$ cat src/sv/call_stack_profiler_macros.svh
// Assertion macros shared by the call stack profiler RTL.
`ifndef CALL_STACK_PROFILER_MACROS_SVH
`define CALL_STACK_PROFILER_MACROS_SVH
`ifndef SYNTH
// Same-cycle implication, checked on every clock edge outside reset.
`define CSP_ASSERT_NOW(lbl, ante, cons, msg) \
   lbl: assert property (@(posedge clock) disable iff (reset) (ante) |-> (cons)) \
      else $error(msg);
// Next-cycle implication, checked on every clock edge outside reset.
`define CSP_ASSERT_NEXT(lbl, ante, cons, msg) \
   lbl: assert property (@(posedge clock) disable iff (reset) (ante) |=> (cons)) \
      else $error(msg);
`else
`define CSP_ASSERT_NOW(lbl, ante, cons, msg)
`define CSP_ASSERT_NEXT(lbl, ante, cons, msg)
`endif
`endif

$ cat src/sv/csp_ram.sv
// Generic single-write, single-read RAM with a registered read port.
`default_nettype none
module csp_ram #(
   parameter int WIDTH = 8,
   parameter int DEPTH = 16,
   localparam int AddrW = $clog2(DEPTH)
) (
   input  logic             clock,
   input  logic             wr_en,
   input  logic [AddrW-1:0] wr_addr,
   input  logic [WIDTH-1:0] wr_data,
   input  logic             rd_en,
   input  logic [AddrW-1:0] rd_addr,
   output logic [WIDTH-1:0] rd_data
);

   logic [WIDTH-1:0] mem_ff [DEPTH];
   logic [WIDTH-1:0] rd_data_ff;

   always_ff @(posedge clock) begin
      if (wr_en) begin
         mem_ff[wr_addr] <= wr_data;
      end
      if (rd_en) begin
         rd_data_ff <= mem_ff[rd_addr];
      end
   end

   assign rd_data = rd_data_ff;

endmodule
`default_nettype wire

$ cat config.mk
export PLATFORM = sky130hd
export DESIGN_NAME = csp_ram
export DESIGN_NICKNAME = d
export VERILOG_FILES = /design/src/sv/call_stack_profiler_macros.svh /design/src/sv/csp_ram.sv
export SDC_FILE = /design/constraint.sdc
export NUM_CORES = 1
export LEC_CHECK = 0
export CORE_MARGIN = 1.5
export CORE_UTILIZATION = 40
export DETAILED_ROUTE_END_ITERATION = 10
export DONT_BUFFER_PORTS = 1
export HOLD_SLACK_MARGIN = 0.08
export PLACE_DENSITY = 0.61
export SLEW_MARGIN = 20
export SYNTH_ARGS = -nofsm -noshare
export SYNTH_HDL_FRONTEND = slang
export SYNTH_SLANG_ARGS = --single-unit
$ cat constraint.sdc
create_clock -name clock -period 3.84 [get_ports clock]
set_input_delay 0 -clock clock [delete_from_list [all_inputs] [get_ports clock]]
set_output_delay 0 -clock clock [all_outputs]
set_load 0.05 [all_outputs]
==> impl_results.html <==
<table>
<tr><th>Metric</th><th>Value</th></tr>
<tr><th colspan="2">Outcome</th></tr>
<tr><td>Result of the run</td><td>completed</td></tr>
<tr><th colspan="2">Floorplanning</th></tr>
<tr><td>I/O pin count</td><td>27</td></tr>
<tr><td>Die Footprint</td><td>0.01376 sq mm</td></tr>
<tr><td>Core Box Area</td><td>0.01267 sq mm</td></tr>
<tr><td>Initial core utilization</td><td>41.26%</td></tr>
<tr><td>Site Rows</td><td>41</td></tr>
<tr><td>Die span in y</td><td>117.3 um</td></tr>
<tr><td>Die Width</td><td>117.3 um</td></tr>
<tr><th colspan="2">Critical path</th></tr>
<tr><td>Critical path startpoint category</td><td>flop</td></tr>
<tr><td>Critical Path AT</td><td>2620 ps</td></tr>
<tr><td>Maximum net fanout on the critical path</td><td>1</td></tr>
<tr><td>Kind of end point of the critical path</td><td>flop</td></tr>
<tr><td>Required time reported for the critical path endpoint</td><td>4000 ps</td></tr>
<tr><td>Setup CP Type</td><td>reg -&gt; reg</td></tr>
<tr><th colspan="2">STA</th></tr>
<tr><td>Worst-case headroom to the max-slew limit</td><td>32.78%</td></tr>
<tr><td>Worst clock skew on the final layout</td><td>6.105 ps</td></tr>
<tr><td>Number of endpoints failing setup at the final stage</td><td>0</td></tr>
<tr><td>Final Hold Vio Count</td><td>0</td></tr>
<tr><td>Setup slack of the critical path after layout</td><td>1384 ps</td></tr>
<tr><td>Share of the clock period used by the worst path after layout</td><td>63.96%</td></tr>
<tr><td>Top achievable clock speed</td><td>407.2 MHz</td></tr>
<tr><td>Fin. max-slew vios</td><td>0</td></tr>
<tr><td>Slew at the pin closest to its max-slew limit</td><td>1005 ps</td></tr>
<tr><td>Fin Setup TNS</td><td>0 ps</td></tr>
<tr><td>Post-layout min period</td><td>2456 ps</td></tr>
<tr><td>RSZ-0062 raised after global routing</td><td>false</td></tr>
<tr><th colspan="2">Logic synthesis</th></tr>
<tr><td>Share of synthesized area occupied by flip-flops and latches</td><td>78.12%</td></tr>
<tr><td>Distinct cell type count of the synthesized netlist</td><td>18</td></tr>
<tr><td>Leading cell types by total area after synthesis</td><td>sky130_fd_sc_hd__edfxtp_1 (78%), sky130_fd_sc_hd__mux4_2 (7.8%), sky130_fd_sc_hd__mux4_1 (7.0%), sky130_fd_sc_hd__a22oi_1 (2.3%), sky130_fd_sc_hd__nor2_1 (0.93%)</td></tr>
<tr><td>Count of mapped cells out of synthesis</td><td>229</td></tr>
<tr><td>Synthesized cell area</td><td>0.005228 sq mm</td></tr>
<tr><td>Post-synthesis async set-or-reset flop share</td><td>0%</td></tr>
<tr><td>Count of state elements after synthesis</td><td>136</td></tr>
<tr><td>Yosys top cell area share</td><td>78.12%</td></tr>
<tr><td>Number of synthesized flops with an enable pin</td><td>136</td></tr>
<tr><td>Synth Warn #</td><td>0</td></tr>
<tr><td>Post-synthesis net count</td><td>248</td></tr>
<tr><td>Syn avg cell area</td><td>22.83 sq um</td></tr>
<tr><td>Post-synth top area cell</td><td>sky130_fd_sc_hd__edfxtp_1</td></tr>
<tr><td>Most common flop cell mapped by yosys</td><td>sky130_fd_sc_hd__edfxtp_1</td></tr>
<tr><th colspan="2">Cells and area</th></tr>
<tr><td>Share of layout cells above drive strength 1</td><td>16.67%</td></tr>
<tr><td>Most common cell after layout, fill and taps aside</td><td>sky130_fd_sc_hd__edfxtp_1</td></tr>
<tr><td>Post-layout instance count excluding filler cells</td><td>442</td></tr>
<tr><td>Number of antenna diodes</td><td>0</td></tr>
<tr><td>Commonest cells after routing, fill and taps aside</td><td>sky130_fd_sc_hd__edfxtp_1 (136), sky130_fd_sc_hd__mux4_2 (18), sky130_fd_sc_hd__dlygate4sd3_1 (18), sky130_fd_sc_hd__clkbuf_16 (17), sky130_fd_sc_hd__a22oi_1 (16)</td></tr>
<tr><td>Area grow syn2layout</td><td>16.71%</td></tr>
<tr><td>Net total in the final layout</td><td>279</td></tr>
<tr><td>Post-route core utilization</td><td>48.15%</td></tr>
<tr><th colspan="2">Placed design</th></tr>
<tr><td>Placed cells</td><td>393</td></tr>
<tr><td>HPWL after DPL</td><td>5.968 mm</td></tr>
<tr><td>Worst setup timing slack at the placement stage</td><td>2046 ps</td></tr>
<tr><td>Placer's final routability congestion estimate</td><td>0.7196</td></tr>
<tr><td>Number of port buffers</td><td>0</td></tr>
<tr><th colspan="2">Clock network</th></tr>
<tr><td>Post-CTS setup buffers</td><td>0</td></tr>
<tr><td>Clk Latency, worst-skew pair</td><td>420 ps</td></tr>
<tr><td>Max Root-Sink Buffers</td><td>2</td></tr>
<tr><td>Total of hold buffers inserted after clock tree synthesis</td><td>18</td></tr>
<tr><td>Clock transition at the registers of the reported paths</td><td>50 ps</td></tr>
<tr><td>H-Tree Depth</td><td>4</td></tr>
<tr><td>Clock buffer count from CTS</td><td>17</td></tr>
<tr><td>TritonCTS sink count</td><td>136</td></tr>
<tr><td>Number of cells upsized or downsized after cts</td><td>0</td></tr>
<tr><td>TritonCTS clock tree</td><td>built</td></tr>
<tr><td>Clock tree root buffer cell</td><td>sky130_fd_sc_hd__clkbuf_16</td></tr>
<tr><th colspan="2">Global route</th></tr>
<tr><td>Met3 global-route usage</td><td>3.842%</td></tr>
<tr><td>GR peak layer</td><td>met2</td></tr>
<tr><td>Maximum number of pins on one net before global-route repair</td><td>31</td></tr>
<tr><td>Number of global-route vias before repair</td><td>2,473</td></tr>
<tr><td>Total gr overflow</td><td>0</td></tr>
<tr><td>GRT Total Usage</td><td>16.58%</td></tr>
<tr><td>Fraction of met2 tracks used by global routing</td><td>25.55%</td></tr>
<tr><td>Wire length of the first global-routing pass</td><td>15.71 mm</td></tr>
<tr><td>Met1 Usage GRT</td><td>22.26%</td></tr>
<tr><td>Antenna violations before repair</td><td>0</td></tr>
<tr><th colspan="2">Routing</th></tr>
<tr><td>Total number of vias</td><td>2,382</td></tr>
<tr><td>Average vias per placed instance</td><td>5.389</td></tr>
<tr><td>Final routed wire length divided by cell count</td><td>23.88 um</td></tr>
<tr><td>Routed Antenna Nets</td><td>0</td></tr>
<tr><td>Post-route DRC violation count</td><td>0</td></tr>
<tr><td>Routed Wire Length</td><td>10.55 mm</td></tr>
<tr><td>Drt pass-1 iters</td><td>4</td></tr>
<tr><td>Initial detailed-routing violation count</td><td>163</td></tr>
<tr><th colspan="2">Run</th></tr>
<tr><td>Total of max-cap violations</td><td>0</td></tr>
<tr><th colspan="2">Worst hold path</th></tr>
<tr><td>Type of the tightest min-delay check</td><td>in -&gt; reg</td></tr>
<tr><th colspan="2">Pwr</th></tr>
<tr><td>Highest ir drop seen on vdd</td><td>0.3274 mV</td></tr>
<tr><td>Power per cell area</td><td>534.5 mW/mm^2</td></tr>
<tr><td>Post-layout power</td><td>3.261 mW</td></tr>
<tr><td>Leakage Power</td><td>1.956 nW</td></tr>
</table>
==> through the flow <==
| stage | hold slack [ps] | cell area, sq um |
|---|---|---|
| 4_1_cts | 80.26 | 6076 |
| 5_1_grt | 93.32 | 6101 |
| 3_5_place_dp | 99.59 | 5376 |
| 3_3_place_gp | 99.59 | 5376 |
| 2_1_floorplan | 98.87 | 5228 |
| 6_report | 85.77 | 6101 |
==> layout make-up <==
cell class                      instances  area, sq um
Clock buffer                           21        440.4
Clock inverter                          8        58.81
Fill cell                            1059         6570
Multi-Input combinational cell         83         1067
Sequential cell                       136         4084
Tap cell                              172        215.2
Timing Repair Buffer                   22        235.2
==> kinds of logic after synthesis <==
kind of cell           share of synthesized area, %
AO/OA/AOI/OAI                                 2.298
buffers and inverters                         1.651
flip-flops                                    78.12
multiplexers                                  14.79
AND/OR/NAND/NOR                               3.136
==> where the power goes <==
part	total, mW	switching, mW	leakage (nW)	internal, mW
sequential	1.71	0.0333	1.24	1.68
combinational	0.142	0.0789	0.476	0.0633
clock	1.41	0.548	0.244	0.862
==> final timing paths <==
| check | from | end | slack (ps) | cells past startpoint |
|---|---|---|---|---|
| worst max-delay path | mem_ff[9][2] | rd_data[2] | 1380 | 5 |
| worst min-delay path | rd_addr[0] | rd_data[6] | 90 | 3 |
| worst max register to register | mem_ff[9][2] | rd_data[2] | 1380 | 5 |
| worst min register to register | mem_ff[15][4] | rd_data[4] | 760 | 3 |
==> critical path, cell delays in order (launching register included) <==
cell	delay [ps]
sky130_fd_sc_hd__edfxtp_1	360
sky130_fd_sc_hd__mux4_1	490
sky130_fd_sc_hd__dlygate4sd3_1	570
sky130_fd_sc_hd__a22oi_1	180
sky130_fd_sc_hd__dlygate4sd3_1	570
sky130_fd_sc_hd__nand2_1	40
==> state kept, by name, indices dropped and copies added (netlist names) <==
name,count
mem_ff,128
rd_data,8
==> layer usage <==
metal | routed length (um) | up-vias
li1 | - | 1040
met1 | 4888 | 1266
met2 | 5059 | 59
met3 | 362 | 17
met4 | 244 | 0
met5 | 0 | -
==> cells in the mapped netlist, types with 2 or more instances <==
library cell,count
sky130_fd_sc_hd__nand2_1,9
sky130_fd_sc_hd__mux4_2,18
sky130_fd_sc_hd__nand2b_1,2
sky130_fd_sc_hd__nor3_1,4
sky130_fd_sc_hd__edfxtp_1,136
sky130_fd_sc_hd__nand3b_1,2
sky130_fd_sc_hd__clkdlybuf4s25_2,3
sky130_fd_sc_hd__mux4_1,14
sky130_fd_sc_hd__buf_2,3
sky130_fd_sc_hd__nor2_1,13
sky130_fd_sc_hd__buf_6,3
sky130_fd_sc_hd__a22oi_1,16
(Power assumes the default switching activity.)
