[src/sv/call_stack_profiler_macros.svh]
// Assertion macros shared by the call stack profiler RTL.
`ifndef CALL_STACK_PROFILER_MACROS_SVH
`define CALL_STACK_PROFILER_MACROS_SVH
`ifndef SYNTH
// Same-cycle implication, checked on every clock edge outside reset.
`define CSP_ASSERT_NOW(lbl, ante, cons, msg) \
   lbl: assert property (@(posedge clock) disable iff (reset) (ante) |-> (cons)) \
      else $error(msg);
// Next-cycle implication, checked on every clock edge outside reset.
`define CSP_ASSERT_NEXT(lbl, ante, cons, msg) \
   lbl: assert property (@(posedge clock) disable iff (reset) (ante) |=> (cons)) \
      else $error(msg);
`else
`define CSP_ASSERT_NOW(lbl, ante, cons, msg)
`define CSP_ASSERT_NEXT(lbl, ante, cons, msg)
`endif
`endif

[src/sv/csp_pkg.sv]
// Types, constants and codes shared by the call stack profiler modules.
`default_nettype none
package csp_pkg;

   localparam int NUM_FUNCS    = 256;
   localparam int STACK_DEPTH  = 64;
   localparam int FUNC_AW      = $clog2(NUM_FUNCS);
   localparam int STACK_AW     = $clog2(STACK_DEPTH);
   localparam int LEVEL_W      = $clog2(STACK_DEPTH + 1);
   localparam int ID_W         = 8;
   localparam int TIME_W       = 64;
   localparam int LEVEL_OUT_W  = 7;
   localparam int ROW_W        = 3 * TIME_W;
   localparam int FRAME_W      = ID_W + TIME_W;

   typedef enum logic [1:0] {
      KIND_ENTER = 2'd0,
      KIND_EXIT  = 2'd1,
      KIND_READ  = 2'd2,
      KIND_CLEAR = 2'd3
   } kind_type;

   typedef enum logic [2:0] {
      ST_ENTERED  = 3'd0,
      ST_EXITED   = 3'd1,
      ST_EMPTY    = 3'd2,
      ST_OVERFLOW = 3'd3,
      ST_IGNORED  = 3'd4,
      ST_DONE     = 3'd5
   } status_type;

   typedef struct packed {
      kind_type              kind;
      logic [ID_W-1:0]       func_id;
      logic [TIME_W-1:0]     now_us;
   } req_type;

   typedef struct packed {
      status_type            status;
      logic [ID_W-1:0]       entry_id;
      logic [TIME_W-1:0]     call_total;
      logic [TIME_W-1:0]     incl_total;
      logic [TIME_W-1:0]     excl_total;
      logic [LEVEL_OUT_W-1:0] stack_level;
   } rsp_type;

   // One row of the counter table.
   typedef struct packed {
      logic [TIME_W-1:0] calls;
      logic [TIME_W-1:0] incl;
      logic [TIME_W-1:0] excl;
   } row_type;

   // One stack frame apart from its child time, which has its own memory.
   typedef struct packed {
      logic [ID_W-1:0]   func;
      logic [TIME_W-1:0] start;
   } frame_type;

   typedef enum logic [3:0] {
      S_IDLE,
      S_DECODE,
      S_READ,
      S_ENTER,
      S_EX_FETCH,
      S_EX_EXCL,
      S_EX_ISUM,
      S_EX_ESUM,
      S_EX_PARENT
   } state_type;

   typedef enum logic [2:0] {
      OP_NONE,
      OP_INC,
      OP_INCL,
      OP_EXCL,
      OP_ISUM,
      OP_ESUM,
      OP_PCHILD
   } alu_op_type;

   typedef enum logic [2:0] {
      SRC_NONE,
      SRC_ID,
      SRC_RDROW,
      SRC_NEWROW,
      SRC_FRAME
   } rsp_src_type;

   typedef struct packed {
      kind_type kind;
      logic     failed;
      logic     can_push;
      logic     empty;
      logic     has_parent;
   } seq_stat_type;

   typedef struct packed {
      logic        busy;
      logic        capture;
      logic        rd_cnt;
      logic        cnt_addr_frame;
      logic        rd_stack;
      logic        rd_parent;
      alu_op_type  alu_op;
      logic        push;
      logic        pop;
      logic        wr_parent;
      logic        clear;
      logic        set_failed;
      logic        respond;
      status_type  status;
      rsp_src_type src;
   } seq_ctrl_type;

endpackage
`default_nettype wire

[src/sv/csp_seq.sv]
// Sequencer that steps one profiler word through the shared datapath.
`default_nettype none
module csp_seq (
   input  logic                  clock,
   input  logic                  reset,
   input  logic                  start,
   input  csp_pkg::seq_stat_type stat,
   output csp_pkg::seq_ctrl_type ctrl
);
   import csp_pkg::*;

   state_type state_ff;
   state_type state_in;

   always_ff @(posedge clock) begin
      if (reset) begin
         state_ff <= S_IDLE;
      end else begin
         state_ff <= state_in;
      end
   end

   always_comb begin
      state_in = state_ff;
      unique case (state_ff)
         S_IDLE: begin
            if (start) begin
               state_in = S_DECODE;
            end
         end
         S_DECODE: begin
            unique case (stat.kind)
               KIND_CLEAR: state_in = S_IDLE;
               KIND_READ:  state_in = S_READ;
               KIND_ENTER: begin
                  if (stat.failed || !stat.can_push) begin
                     state_in = S_IDLE;
                  end else begin
                     state_in = S_ENTER;
                  end
               end
               KIND_EXIT: begin
                  if (stat.failed || stat.empty) begin
                     state_in = S_IDLE;
                  end else begin
                     state_in = S_EX_FETCH;
                  end
               end
               default: state_in = S_IDLE;
            endcase
         end
         S_READ:      state_in = S_IDLE;
         S_ENTER:     state_in = S_IDLE;
         S_EX_FETCH:  state_in = S_EX_EXCL;
         S_EX_EXCL:   state_in = S_EX_ISUM;
         S_EX_ISUM:   state_in = S_EX_ESUM;
         S_EX_ESUM:   state_in = S_EX_PARENT;
         S_EX_PARENT: state_in = S_IDLE;
         default:     state_in = S_IDLE;
      endcase
   end

   always_comb begin
      ctrl      = '0;
      ctrl.busy = (state_ff != S_IDLE);
      unique case (state_ff)
         S_IDLE: begin
            ctrl.capture = start;
         end
         S_DECODE: begin
            unique case (stat.kind)
               KIND_CLEAR: begin
                  ctrl.clear   = 1'b1;
                  ctrl.respond = 1'b1;
                  ctrl.status  = ST_DONE;
                  ctrl.src     = SRC_NONE;
               end
               KIND_READ: begin
                  ctrl.rd_cnt = 1'b1;
               end
               KIND_ENTER: begin
                  if (stat.failed) begin
                     ctrl.respond = 1'b1;
                     ctrl.status  = ST_IGNORED;
                     ctrl.src     = SRC_NONE;
                  end else if (!stat.can_push) begin
                     ctrl.set_failed = 1'b1;
                     ctrl.respond    = 1'b1;
                     ctrl.status     = ST_OVERFLOW;
                     ctrl.src        = SRC_ID;
                  end else begin
                     ctrl.rd_cnt = 1'b1;
                  end
               end
               KIND_EXIT: begin
                  if (stat.failed) begin
                     ctrl.respond = 1'b1;
                     ctrl.status  = ST_IGNORED;
                     ctrl.src     = SRC_NONE;
                  end else if (stat.empty) begin
                     ctrl.respond = 1'b1;
                     ctrl.status  = ST_EMPTY;
                     ctrl.src     = SRC_NONE;
                  end else begin
                     ctrl.rd_stack = 1'b1;
                  end
               end
               default: ;
            endcase
         end
         S_READ: begin
            ctrl.respond = 1'b1;
            ctrl.status  = ST_DONE;
            ctrl.src     = SRC_RDROW;
         end
         S_ENTER: begin
            ctrl.alu_op  = OP_INC;
            ctrl.push    = 1'b1;
            ctrl.respond = 1'b1;
            ctrl.status  = ST_ENTERED;
            ctrl.src     = SRC_NEWROW;
         end
         S_EX_FETCH: begin
            ctrl.alu_op         = OP_INCL;
            ctrl.rd_cnt         = 1'b1;
            ctrl.cnt_addr_frame = 1'b1;
            ctrl.rd_parent      = 1'b1;
         end
         S_EX_EXCL: begin
            ctrl.alu_op = OP_EXCL;
         end
         S_EX_ISUM: begin
            ctrl.alu_op = OP_ISUM;
         end
         S_EX_ESUM: begin
            ctrl.alu_op = OP_ESUM;
         end
         S_EX_PARENT: begin
            ctrl.alu_op    = OP_PCHILD;
            ctrl.pop       = 1'b1;
            ctrl.wr_parent = stat.has_parent;
            ctrl.respond   = 1'b1;
            ctrl.status    = ST_EXITED;
            ctrl.src       = SRC_FRAME;
         end
         default: ;
      endcase
   end

endmodule
`default_nettype wire
[config.mk]
export PLATFORM = sky130hd
export DESIGN_NAME = csp_seq
export DESIGN_NICKNAME = d
export VERILOG_FILES = /design/src/sv/call_stack_profiler_macros.svh /design/src/sv/csp_pkg.sv /design/src/sv/csp_seq.sv
export SDC_FILE = /design/constraint.sdc
export NUM_CORES = 1
export LEC_CHECK = 0
export BUFFER_PORTS_ARGS = -buffer_cell sky130_fd_sc_hd__buf_2
export CAP_MARGIN = 20
export CORE_MARGIN = 1.5
export CORE_UTILIZATION = 35
export CTS_BUF_LIST = sky130_fd_sc_hd__clkbuf_16
export CTS_CLUSTER_DIAMETER = 50
export DETAILED_ROUTE_END_ITERATION = 16
export PLACE_DENSITY = 0.67
export SETUP_SLACK_MARGIN = 0.05
export SYNTH_ARGS = -nofsm -noshare
export SYNTH_HDL_FRONTEND = slang
export SYNTH_SLANG_ARGS = --single-unit
[constraint.sdc]
create_clock -name clock -period 1.36 [get_ports clock]
set_input_delay 0.136 -clock clock [delete_from_list [all_inputs] [get_ports clock]]
set_output_delay 0.136 -clock clock [all_outputs]
set_load 0.02 [all_outputs]
==> results.json <==
{
  "met2WireLength_mm": 1.13,
  "top_layer": "met4",
  "drtAntennaViolNets": 0,
  "n_antenna_cell": 0,
  "synth_async_sr_flop_share": 0,
  "netlist_area_sq_um": 498,
  "num_vias": 708,
  "drt-pass1-iter-count": 2,
  "violations": "negative setup slack",
  "cts_buffers": 3,
  "ys_ff_latch": 4,
  "finalNetCount": 131,
  "viasPerCell": 5.24,
  "cts_buffer_depth": 2,
  "final_cell_count_no_fill": 135,
  "cp_max_fo": 4,
  "worstPathRequired_ns": 1.22,
  "insertion_delay_ns": 0.23,
  "die_h_microns": 40.7,
  "worstSetupEndpointType": "output port",
  "cts_tree": "done",
  "antenna_found_initial": 0,
  "ys_types": 33,
  "wl_per_cell_microns": 15.5,
  "cp-startpoint": "state_ff[3]$_SDFFE_PP0P_",
  "core_area_sq_mm": 0.00132,
  "drtIter0Drc": 3,
  "min_path_type": "input port to flop",
  "overflow": 0,
  "htree_num_levels": 1,
  "drv_slew": 0,
  "route.detailed.drc": 0,
  "fin_crit_ns": 1.63,
  "design_area_sq_mm": 0.00116,
  "yosys.area.top_type": "dfxtp_1",
  "ys_seq_area_frac": 0.161,
  "p_leak_uw": 0.000576,
  "critPathKind": "flop to output port",
  "reg2regPathDepth": 5,
  "syn-instance-count": 68,
  "ys_top_cells_by_area": "dfxtp_1, nor2_1, nand2b_4",
  "globalplace.congestion": 0.745,
  "finClkSkew_ns": 0.00275,
  "post-place-ws_ns": -0.148,
  "syn_to_final_growth_pct": 134,
  "hold_viol_final": 0,
  "crit_path_start_kind": "flop",
  "setup_viol": 20,
  "setup_slack_ns": -0.271,
  "rsz0062_at_grt": "true",
  "grt_pass1_vias": 597,
  "ys.flop_type": "dfxtp_1",
  "top_register": "state_ff",
  "ios": 30,
  "status": "complete, but fails checks",
  "p_per_area_mw_per_mm2": 727,
  "numClockSinks": 4,
  "holdPathEnd": "state_ff[3]$_SDFFE_PP0P_",
  "ys_warn_count": 0,
  "reg2reg_from": "state_ff[3]$_SDFFE_PP0P_",
  "path_cells": "buf_12 > nor4b_4 > nand3_1 > o311ai_2 > buf_4",
  "rr_endpoint": "state_ff[0]$_SDFFE_PP0P_",
  "tightest_slew_ns": 0.353,
  "initial_core_util": 0.378,
  "cp_slowest_cell": "nor4b_4",
  "synth_area_per_cell_sq_um": 7.32,
  "die_x_microns": 40.7,
  "post_dp_cell_area_sq_um": 840,
  "wl_met3_microns": 84,
  "hold_start": "reset",
  "clockRootBuffer": "clkbuf_16",
  "largest_registers": "state_ff (4)",
  "wl_mm": 2.10,
  "rows": 13,
  "whs_path_depth": 2,
  "dp_hpwl_mm": 1.27,
  "die_area_sq_mm": 0.00166,
  "met1_length_microns": 828,
  "grt_max_degree": 8,
  "r2r_slack_ns": -0.04,
  "drive_gt1_frac": 0.742,
  "syn-num-nets": 77,
  "timing.fmax_mhz": 613,
  "netlist.area_leader.share": 0.161,
  "grt_usage": 0.233,
  "hold_ws_ns": 0.120,
  "cts.clk_slew.worst_paths_ns": 0.03,
  "power.total_uw": 846,
  "grt_pass1_wl_mm": 2.53,
  "synth_edf_count": 0,
  "portBuffers": 29,
  "critical_path_arrival_ns": 1.49,
  "dp.cells": 126,
  "cp_slowest_stage_delay_ns": 0.36,
  "maxCapViolCount": 0,
  "fin_crit_sh": 1.20,
  "relSlewSlack": 0.762,
  "peakVddDrop_mv": 0.680,
  "largest_reg_flops": 4
}
-- metal layers --
layer | vias up | global-route usage
li1 | 340 | -
met1 | 335 | 0.269
met2 | 27 | 0.440
met3 | 6 | 0.0380
met4 | 0 | 0.0500
met5 | - | 0
-- layout by cell type, fill, tap and decap left out, drive strengths merged, types with 2 or more instances in the layout --
cell and instances:
nand3b 2, dfxtp 4, nand3 3, nand2 5, clkbuf 3, nor4b 3
inv 6, nand2b 3, o311ai 2, nor2b 2, nor3 2, nor2 9
a21o 2, o21ai 4, buf 55, a21oi 3
-- what timing repair did --
action / CTS / global route
hold buffers: 0 / 0
gates resized for setup: 48 / 21
pin swaps: 11 / 3
buffers inserted: 4 / 5
setup endpoints to repair: 24 / 24
-- cell usage after synthesis, types with 3 or more instances --
library cell  n
a21oi_1       3
buf_2         3
nor2_1        9
nand3_1       3
dfxtp_1       4
nand2_1       5
o21ai_0       4
inv_1         6
-- where the power goes --
group          switching, uW  internal, uW  leakage (uW)
Combinational            128           132      0.000503
Sequential              8.82           120     0.0000352
Clock                   82.8           376     0.0000370
Total                    220           627      0.000576
-- how the worst max path moves through the flow --
stage	slack [ns]	endpoint
3_3_place_gp	-0.09	ctrl[6]
4_1_cts	-0.27	ctrl[4]
5_1_grt	-0.35	ctrl[4]
2_1_floorplan	-0.04	ctrl[13]
3_5_place_dp	-0.15	ctrl[6]
6_report	-0.27	ctrl[3]
-- logic make-up (layout without fill, tap and decap cells) --
logic type | count (synthesis) | after routing | share of synthesized area
simple gates | 35 | 35 | 0.455
buf+inv | 12 | 64 | 0.128
compound gates | 15 | 15 | 0.219
flops | 4 | 4 | 0.161
xor+xnor | 1 | 1 | 0.0176
mux | 1 | 1 | 0.0201
-- critical path, delay by kind of cell (launching register included) --
kind,cells,cell delay (ns)
buf+inv,2,0.31
simple gates,2,0.54
flops,1,0.33
compound gates,1,0.10
-- final cells by class --
type / count / area [sq um]
repair buffers: 55 / 487
multi-input cells: 52 / 468
fillers: 58 / 154
well taps: 15 / 18.8
clock buffers: 3 / 75.1
flip-flops and latches: 4 / 92.6
inverters: 6 / 22.5
-- metrics by stage --
stage          setup TNS [ns]  utilization
2_1_floorplan         -0.0573            -
3_3_place_gp           -0.382        0.637
3_5_place_dp           -0.516        0.637
4_1_cts                 -3.07        0.813
5_1_grt                 -3.94        0.883
6_report                -3.01        0.883
(Power assumes the default switching activity.)
