### config.mk
export PLATFORM = sky130hd
export DESIGN_NAME = csp_alu
export DESIGN_NICKNAME = d
export VERILOG_FILES = /design/src/sv/call_stack_profiler_macros.svh /design/src/sv/csp_pkg.sv /design/src/sv/csp_alu.sv
export SDC_FILE = /design/constraint.sdc
export NUM_CORES = 1
export LEC_CHECK = 0
export BUFFER_PORTS_ARGS = -buffer_cell sky130_fd_sc_hd__buf_4
export CELL_PAD_IN_SITES_DETAIL_PLACEMENT = 0
export CELL_PAD_IN_SITES_GLOBAL_PLACEMENT = 2
export CORE_MARGIN = 5
export CORE_UTILIZATION = 24
export DETAILED_ROUTE_END_ITERATION = 12
export PLACE_DENSITY = 0.91
export SLEW_MARGIN = 25
export SYNTH_ARGS = -nofsm -noshare
export SYNTH_HDL_FRONTEND = slang
export SYNTH_SLANG_ARGS = --single-unit
export TNS_END_PERCENT = 10
### constraint.sdc
create_clock -name vclk -period 6.6
set_clock_uncertainty 0.15 [all_clocks]
set_input_delay 1.32 -clock vclk [all_inputs]
set_output_delay 1.32 -clock vclk [all_outputs]
set_load 0.01 [all_outputs]
### src/sv/call_stack_profiler_macros.svh
// Assertion macros shared by the call stack profiler RTL.
`ifndef CALL_STACK_PROFILER_MACROS_SVH
`define CALL_STACK_PROFILER_MACROS_SVH
`ifndef SYNTH
// Same-cycle implication, checked on every clock edge outside reset.
`define CSP_ASSERT_NOW(lbl, ante, cons, msg) \
   lbl: assert property (@(posedge clock) disable iff (reset) (ante) |-> (cons)) \
      else $error(msg);
// Next-cycle implication, checked on every clock edge outside reset.
`define CSP_ASSERT_NEXT(lbl, ante, cons, msg) \
   lbl: assert property (@(posedge clock) disable iff (reset) (ante) |=> (cons)) \
      else $error(msg);
`else
`define CSP_ASSERT_NOW(lbl, ante, cons, msg)
`define CSP_ASSERT_NEXT(lbl, ante, cons, msg)
`endif
`endif

### src/sv/csp_pkg.sv
// Types, constants and codes shared by the call stack profiler modules.
`default_nettype none
package csp_pkg;

   localparam int NUM_FUNCS    = 256;
   localparam int STACK_DEPTH  = 64;
   localparam int FUNC_AW      = $clog2(NUM_FUNCS);
   localparam int STACK_AW     = $clog2(STACK_DEPTH);
   localparam int LEVEL_W      = $clog2(STACK_DEPTH + 1);
   localparam int ID_W         = 8;
   localparam int TIME_W       = 64;
   localparam int LEVEL_OUT_W  = 7;
   localparam int ROW_W        = 3 * TIME_W;
   localparam int FRAME_W      = ID_W + TIME_W;

   typedef enum logic [1:0] {
      KIND_ENTER = 2'd0,
      KIND_EXIT  = 2'd1,
      KIND_READ  = 2'd2,
      KIND_CLEAR = 2'd3
   } kind_type;

   typedef enum logic [2:0] {
      ST_ENTERED  = 3'd0,
      ST_EXITED   = 3'd1,
      ST_EMPTY    = 3'd2,
      ST_OVERFLOW = 3'd3,
      ST_IGNORED  = 3'd4,
      ST_DONE     = 3'd5
   } status_type;

   typedef struct packed {
      kind_type              kind;
      logic [ID_W-1:0]       func_id;
      logic [TIME_W-1:0]     now_us;
   } req_type;

   typedef struct packed {
      status_type            status;
      logic [ID_W-1:0]       entry_id;
      logic [TIME_W-1:0]     call_total;
      logic [TIME_W-1:0]     incl_total;
      logic [TIME_W-1:0]     excl_total;
      logic [LEVEL_OUT_W-1:0] stack_level;
   } rsp_type;

   // One row of the counter table.
   typedef struct packed {
      logic [TIME_W-1:0] calls;
      logic [TIME_W-1:0] incl;
      logic [TIME_W-1:0] excl;
   } row_type;

   // One stack frame apart from its child time, which has its own memory.
   typedef struct packed {
      logic [ID_W-1:0]   func;
      logic [TIME_W-1:0] start;
   } frame_type;

   typedef enum logic [3:0] {
      S_IDLE,
      S_DECODE,
      S_READ,
      S_ENTER,
      S_EX_FETCH,
      S_EX_EXCL,
      S_EX_ISUM,
      S_EX_ESUM,
      S_EX_PARENT
   } state_type;

   typedef enum logic [2:0] {
      OP_NONE,
      OP_INC,
      OP_INCL,
      OP_EXCL,
      OP_ISUM,
      OP_ESUM,
      OP_PCHILD
   } alu_op_type;

   typedef enum logic [2:0] {
      SRC_NONE,
      SRC_ID,
      SRC_RDROW,
      SRC_NEWROW,
      SRC_FRAME
   } rsp_src_type;

   typedef struct packed {
      kind_type kind;
      logic     failed;
      logic     can_push;
      logic     empty;
      logic     has_parent;
   } seq_stat_type;

   typedef struct packed {
      logic        busy;
      logic        capture;
      logic        rd_cnt;
      logic        cnt_addr_frame;
      logic        rd_stack;
      logic        rd_parent;
      alu_op_type  alu_op;
      logic        push;
      logic        pop;
      logic        wr_parent;
      logic        clear;
      logic        set_failed;
      logic        respond;
      status_type  status;
      rsp_src_type src;
   } seq_ctrl_type;

endpackage
`default_nettype wire

### src/sv/csp_alu.sv
// Shared 64-bit adder and subtractor with a borrow flag.
`default_nettype none
module csp_alu (
   input  logic [csp_pkg::TIME_W-1:0] op_a,
   input  logic [csp_pkg::TIME_W-1:0] op_b,
   input  logic                       sub,
   output logic [csp_pkg::TIME_W-1:0] result,
   output logic                       borrow
);
   import csp_pkg::*;

   logic [TIME_W:0] wide;

   always_comb begin
      if (sub) begin
         wide = {1'b0, op_a} - {1'b0, op_b};
      end else begin
         wide = {1'b0, op_a} + {1'b0, op_b};
      end
   end

   assign result = wide[TIME_W-1:0];
   // The top bit of a subtraction is set exactly when op_b exceeds op_a.
   assign borrow = sub & wide[TIME_W];

endmodule
`default_nettype wire

==> metrics.log, run 1 <==
[metrics] largest incremental delay on the critical path: around 560 ps
[metrics] wire length of the first global-routing pass: 36300 um
[metrics] Post-Synthesis Cell Area: between 5000 and 6000 sq um
[metrics] outcome: finished, violations left
[metrics] cell types occupying the most area after synthesis: xnor2_1, ha_1, a21oi_1
[metrics] total of clock buffers placed in the layout: 0
[metrics] Congestion Overflow GR: 0
[metrics] Min-Delay Endpoint: result[1]
[metrics] die area: 24500 sq um
[metrics] Crit Path Max Fanout: 3
[metrics] cell taking the most area after synthesis: xnor2_1
[metrics] Maximum Capacitance Violations: 0
[metrics] data arrival time of the worst path: roughly 5400 ps
[metrics] nets: 1396
[metrics] total number of sequential cells: 0
[metrics] average routed wire per standard cell: between 15 and 20 um
[metrics] number of diodes: 0
[metrics] Die Span Y: between 150 and 200 um
[metrics] placer congestion estimate: approximately 0.94
[metrics] total leakage power: about 0.0043 uW
[metrics] CP Class: primary input to output pin
[metrics] crit path launch type: primary input
[metrics] main combinational cell family by area after synthesis: compound AO/OA/AOI/OAI gates
[metrics] post-synth net total: about 990
[metrics] first-pass detailed-route iteration total: 5
[metrics] average via count per standard cell: 4.94
[metrics] Sequential Area: 0 sq um
[metrics] depth of the worst hold-timing path: 3
[metrics] area fraction in compound gates after synthesis: 0.314
[metrics] sequential share of the synthesized area: 0
[metrics] count of cell instances traversed by the critical path: 21
[metrics] Avg Inst Size Synth: 6.46 sq um
[metrics] global-route met2 utilization: 0.316
[metrics] share of the cycle needed by the critical path after routing: 1.04
[metrics] Final Critical Period: roughly 7000 ps
[metrics] ratio of total power to cell area: ~150 nW/um^2
[metrics] final setup violation count: 19
[metrics] Antenna Violating Nets Remaining: 0
[metrics] overall power after layout: 1350 uW
[metrics] maximum number of pins on one net before global-route repair: 37
[metrics] Max stage delay cell, worst path: or4_4
[metrics] cell row count: between 50 and 60
[metrics] Worst Max-Slew Pin Slew: about 680 ps
[metrics] combined global-route utilization of all metal layers: 0.179
[metrics] Detailed Route Iter0 Violations: ~330
[metrics] P&R area growth vs syn: 74.6%
[metrics] Worst EP required: 5130 ps
[metrics] Warnings, synthesis: 0
[metrics] met1 track demand over resource: 0.237
[metrics] Fmax: between 100 and 150 MHz
[metrics] fraction of final layout cells with drive strength greater than 1: 0.427
[metrics] unrepaired setup endpoints after global routing: yes
[metrics] largest delay contributor family on the critical path: simple AND/OR/NAND/NOR gates
[metrics] cell mode on critical path: buf_4
[metrics] Mapped Cells: roughly 800
[metrics] Global Route met3 Usage: 0.0194
[metrics] worst voltage drop across the vdd grid: around 0.071 mV
[metrics] initial cell density of the core: 0.245
[metrics] kind of end point of the critical path: output pin
[metrics] failing checks: negative setup slack
[metrics] portion of synthesized cell area occupied by the leading cell type: 0.166
[metrics] number of pins with negative max-slew slack in the final report: 0
[metrics] most crowded layer after global routing: met2
[metrics] Residual DRC: 0
[metrics] HP Class: primary input to output pin
[metrics] I/O pins: 194
[metrics] crit path setup slack, layout: -238 ps
[metrics] final HPWL from detailed placement: about 20000 um
[metrics] critical-path cell list: buf_4, or4_4, nand2b_4, buf_4, nor3_4, nand2_2, nor2_1, nor2_1, xnor2_2, ha_1, nand2_2, or4_4, or2_4, or2_4, o211ai_1, buf_4, a21oi_4, o21ai_2, a21oi_2, xnor2_1, buf_4
[metrics] Port Buffer Count: ~190
[metrics] Post-Synth XOR/XNOR Area: 0.205
[metrics] arithmetic-cell share of the synthesized area counting full adders, half adders and majority gates: 0.162
[metrics] headroom to the max-slew limit: 0.546
[metrics] antenna violations before repair: 1
[metrics] overall via count from detail_route: about 7300
[metrics] mux contribution to synthesized area: 0.00388
[metrics] overall die width: 157 um
[metrics] Hold-fix buffers, CTS: 0
[metrics] wire length reported by the detailed router: 23400 um
[metrics] origin of the worst min-delay path: op_a[1]
[metrics] Synth Area in Simple Gates: 0.266
[metrics] CORE AREA: ~21000 sq um
[metrics] Yosys cell types: 58
[metrics] number of hold-slack violations in the final timing report: 0
[metrics] buffers plus inverters on the worst setup path: 4
[metrics] aggregate negative setup slack: -2490 ps
[metrics] vias in the first global route: 7188
-- cells in the final DEF (no fill, tap or decap), types with 10 or more instances in the layout --
master,count
a21o_1,27
a21oi_1,98
a21oi_2,14
a31oi_1,12
buf_4,430
ha_1,64
inv_1,30
nand2_1,63
nand3_1,12
nand4_1,23
nor2_1,80
nor3_1,26
o21ai_0,37
o21bai_1,10
xnor2_1,93
xor2_1,20
-- routing by layer --
metal  up-vias  share of wire
li1       3718              -
met1      3319           0.44
met3        36          0.058
met5         -        0.00085
met2       203           0.48
met4         2          0.026
-- worst max-delay path by stage --
stage / to / slack (ps) / start
after floorplan: result[61] / -140 / op_b[7]
after global placement: result[61] / -420 / op_b[7]
after detailed placement: borrow / -510 / op_b[7]
after CTS: result[61] / -220 / op_b[3]
after global routing: result[56] / -440 / op_b[3]
final: result[61] / -240 / op_b[9]
-- metrics by stage --
step | setup slack, ps | hold slack (ps) | utilization | cells | area [sq um]
CTS | -218 | 2860 | 0.421 | 1471 | 8870
finish | -238 | 2860 | 0.427 | 1474 | 9000
floorplan | -143 | 2640 | - | 798 | 5260
detailed placement | -510 | 2860 | 0.407 | 1460 | 8590
global route | -444 | 2880 | 0.427 | 1474 | 9000
global placement | -423 | 2860 | 0.407 | 1460 | 8590
-- cells in the mapped netlist, types with 6 or more instances --
library cell,count
nor2_1,82
inv_1,30
nand3_1,12
o21bai_1,12
nor4_1,9
a21o_1,27
a211oi_1,6
a31oi_1,15
nor3_1,30
nor2b_1,8
nand2_1,68
o21ai_0,48
o21a_1,7
ha_1,65
xnor2_1,98
and2_1,8
nand2b_1,8
nand4_1,23
a21oi_1,114
xor2_1,23
and3_1,8
clkbuf_1,27
-- area by class of cell --
type,count,area [sq um]
Fill cell,2234,12100
Multi-Input combinational cell,735,5280
Timing Repair Buffer,434,3270
Tap cell,275,344
Inverter,30,113
-- cells by family (layout without fill, tap and decap cells) --
| kind of cell | Yosys count | in the layout |
|---|---|---|
| AND/OR/NAND/NOR | 279 | 279 |
| AO/OA/AOI/OAI | 267 | 267 |
| XOR/XNOR | 121 | 121 |
| adder cells (fa/ha/maj) | 66 | 66 |
| buffers and inverters | 63 | 464 |
| multiplexers | 2 | 2 |
-- power by group --
part	switching, uW	leakage [uW]	internal, uW
clock network	0	0	0
registers	0	0	0
logic	651	0.00428	696
-- repair_timing --
action | in CTS | in global routing
pin swaps | 47 | 27
gates resized for setup | 53 | 25
setup endpoints to repair | 26 | 31
buffers inserted | 12 | 3
Note: power is estimated with default switching activity, not from simulation.
==> run 2, diff against run 1 <==
--- a/config.mk
+++ b/config.mk
@@ -9,9 +9,9 @@
 export CELL_PAD_IN_SITES_DETAIL_PLACEMENT = 0
 export CELL_PAD_IN_SITES_GLOBAL_PLACEMENT = 2
 export CORE_MARGIN = 5
-export CORE_UTILIZATION = 24
+export CORE_UTILIZATION = 27
 export DETAILED_ROUTE_END_ITERATION = 12
-export PLACE_DENSITY = 0.91
+export PLACE_DENSITY = 0.82
 export SLEW_MARGIN = 25
 export SYNTH_ARGS = -nofsm -noshare
 export SYNTH_HDL_FRONTEND = slang
==> constraint.sdc (replaced) <==
create_clock -name vclk -period 7.65
set_clock_uncertainty 0.15 [all_clocks]
set_input_delay 1.53 -clock vclk [all_inputs]
set_output_delay 1.53 -clock vclk [all_outputs]
set_load 0.01 [all_outputs]
==> run 2 against run 1 <==
Effect of this change: the flow now finishes without violations; critical endpoint is now result[57]; core utilization down 2.1 points; flip-flop and latch count unchanged; first-iteration DRC count grew 6.5%; final cell count is 13% lower; design area shrank 15%; largest power group unchanged; hold slack gained 420 ps; total power down 26%; count of clock-buffer cells in the layout unchanged; wire length down 6.8%; non-clock buffer count fell by 153; sequential share of layout area stayed put; largest cell class unchanged; via count shrank 9.1%.
==> metrics.log, run 2 (synthesized netlist as in run 1, its figures left out) <==
[metrics] worst hold slack across all endpoints: 3280 ps
[metrics] combined global-route utilization of all metal layers: 0.184
[metrics] total of clock buffers placed in the layout: 0
[metrics] number of hold-slack violations in the final timing report: 0
[metrics] fraction of final layout cells with drive strength greater than 1: 0.312
[metrics] kind of end point of the critical path: output pin
[metrics] crit path setup slack, layout: 121 ps
[metrics] Final Critical Period: about 7500 ps
[metrics] Hold-fix buffers, CTS: 0
[metrics] ratio of total power to cell area: around 130 nW/um^2
[metrics] total number of sequential cells: 0
[metrics] overall power after layout: approximately 1000 uW
[metrics] placer congestion estimate: around 0.93
[metrics] depth of the worst hold-timing path: 3
[metrics] Internal: approximately 480 uW
[metrics] crit path launch type: primary input
[metrics] final HPWL from detailed placement: ~19000 um
[metrics] worst voltage drop across the vdd grid: 0.0524 mV
[metrics] clock share of power: 0
[metrics] Final Non-Filler Cells: 1280
[metrics] antenna violations before repair: 1
[metrics] average routed wire per standard cell: around 17 um
[metrics] wire length of the first global-routing pass: about 33000 um
[metrics] Post-Route Utilization: 0.406
[metrics] Antenna Violating Nets Remaining: 0
[metrics] initial cell density of the core: 0.275
[metrics] Maximum Capacitance Violations: 0
[metrics] die area: 22000 sq um
[metrics] maximum number of pins on one net before global-route repair: 39
[metrics] CORE AREA: about 19000 sq um
[metrics] total leakage power: around 0.0035 uW
[metrics] leading cell type in the layout, fill and taps excluded: buf_4
[metrics] number of placed instances, taps included: roughly 1300
[metrics] vias in the first global route: between 6000 and 7000
[metrics] Congestion Overflow GR: 0
[metrics] overall via count from detail_route: between 6000 and 7000
[metrics] I/O pins: slightly below 200
[metrics] average via count per standard cell: around 5.2
[metrics] nets: ~1200
[metrics] switching part of the total power: 0.518
[metrics] power share of the combinational group: 1.000
[metrics] Min-Delay Endpoint: result[1]
[metrics] Port Buffer Count: approximately 190
[metrics] final setup violation count: 0
[metrics] Detailed Route Iter0 Violations: about 350
[metrics] Die Span Y: approximately 150 um
[metrics] pre-CTS worst setup slack: -61.6 ps
[metrics] P&R area growth vs syn: 47.5%
[metrics] Fmax: ~130 MHz
[metrics] relative contribution of sequential cells to total power: 0
[metrics] data arrival time of the worst path: between 5000 and 6000 ps
[metrics] overall die width: approximately 150 um
[metrics] CP Class: primary input to output pin
[metrics] first-pass detailed-route iteration total: 5
[metrics] number of diodes: 0
[metrics] Sequential Area: 0 sq um
[metrics] wire length reported by the detailed router: ~22000 um
[metrics] Switching Power: 518 uW
[metrics] headroom to the max-slew limit: 0.511
[metrics] outcome: finished, final reports clean
[metrics] Worst EP required: just under 6000 ps
[metrics] cell row count: 50
[metrics] unrepaired setup endpoints after global routing: yes
[metrics] Crit Path Max Fanout: 5
[metrics] Residual DRC: 0
[metrics] Worst Max-Slew Pin Slew: approximately 730 ps
[metrics] number of pins with negative max-slew slack in the final report: 0
[metrics] origin of the worst min-delay path: op_a[1]
[metrics] HP Class: primary input to output pin
[metrics] highest-count cells in the layout ignoring fill and taps: buf_4, a21oi_1, xnor2_1, nor2_1, nand2_1
[metrics] share of the cycle needed by the critical path after routing: 0.984
[run 2: changes by cell type in the layout (fill, tap and decap cells not counted), moves of 4 or more]
cell,before,now
xnor2_1,93,98
a21oi_2,14,5
a21oi_1,98,108
buf_4,430,281
xnor2_2,5,0
buf_6,4,0
[run 2: critical path, stage by stage]
cell and delay (ps):
buf_4 120, or4_4 560, nor4_4 400, and2_4 210
and4_4 240, and2_4 160, nor2_2 40, xnor2_1 140
ha_1 310, nand2_2 70, or4_4 510, or2_4 260
or2_4 220, o211ai_1 230, a21oi_1 100, buf_4 160
nor3_2 140, nor2_1 80, xnor2_1 200, buf_4 150
[run 2: how the worst max path moves through the flow]
stage,from,endpoint,slack (ps)
finish,op_b[10],result[57],120
global route,op_b[10],result[58],-80
CTS,op_b[5],result[62],30
detailed placement,op_b[5],result[62],-60
global placement,op_b[5],result[62],-70
floorplan,op_b[5],result[61],260
[run 2: area by class of cell]
type / count / area [sq um]
fillers: 2066 / 11200
repair buffers: 281 / 2110
inverters: 30 / 113
multi-input cells: 735 / 5100
well taps: 234 / 293
[run 2: per-layer routing]
metal / track usage / up-vias / wire length, um
met2: 0.316 / 192 / 10300
met3: 0.0235 / 20 / 1180
met1: 0.255 / 2989 / 10000
met4: 0.0236 / 2 / 325
met5: 0 / - / 20
li1: - / 3415 / -
[run 2: through the flow]
stage                     instance area [sq um]  TNS (ps)
after CTS                                  7380         0
after floorplan                            5160         0
after global routing                       7610      -247
after detailed placement                   7370      -108
after global placement                     7370      -159
final                                      7610         0
[run 2: what timing repair did]
item,in CTS,in global routing
gates resized for setup,4,49
pin swaps,0,39
hold endpoints to repair,0,0
endpoints found under the setup margin,5,12
buffers inserted,0,7
cloned,0,0
[run 2: power by group through the flow]
stage / Clock (uW) / Combinational, uW / Sequential, uW
final: 0 / 999 / 0
after global routing: 0 / 1090 / 0
after CTS: 0 / 974 / 0
after detailed placement: 0 / 970 / 0
after global placement: 0 / 977 / 0
after floorplan: 0 / 526 / 0
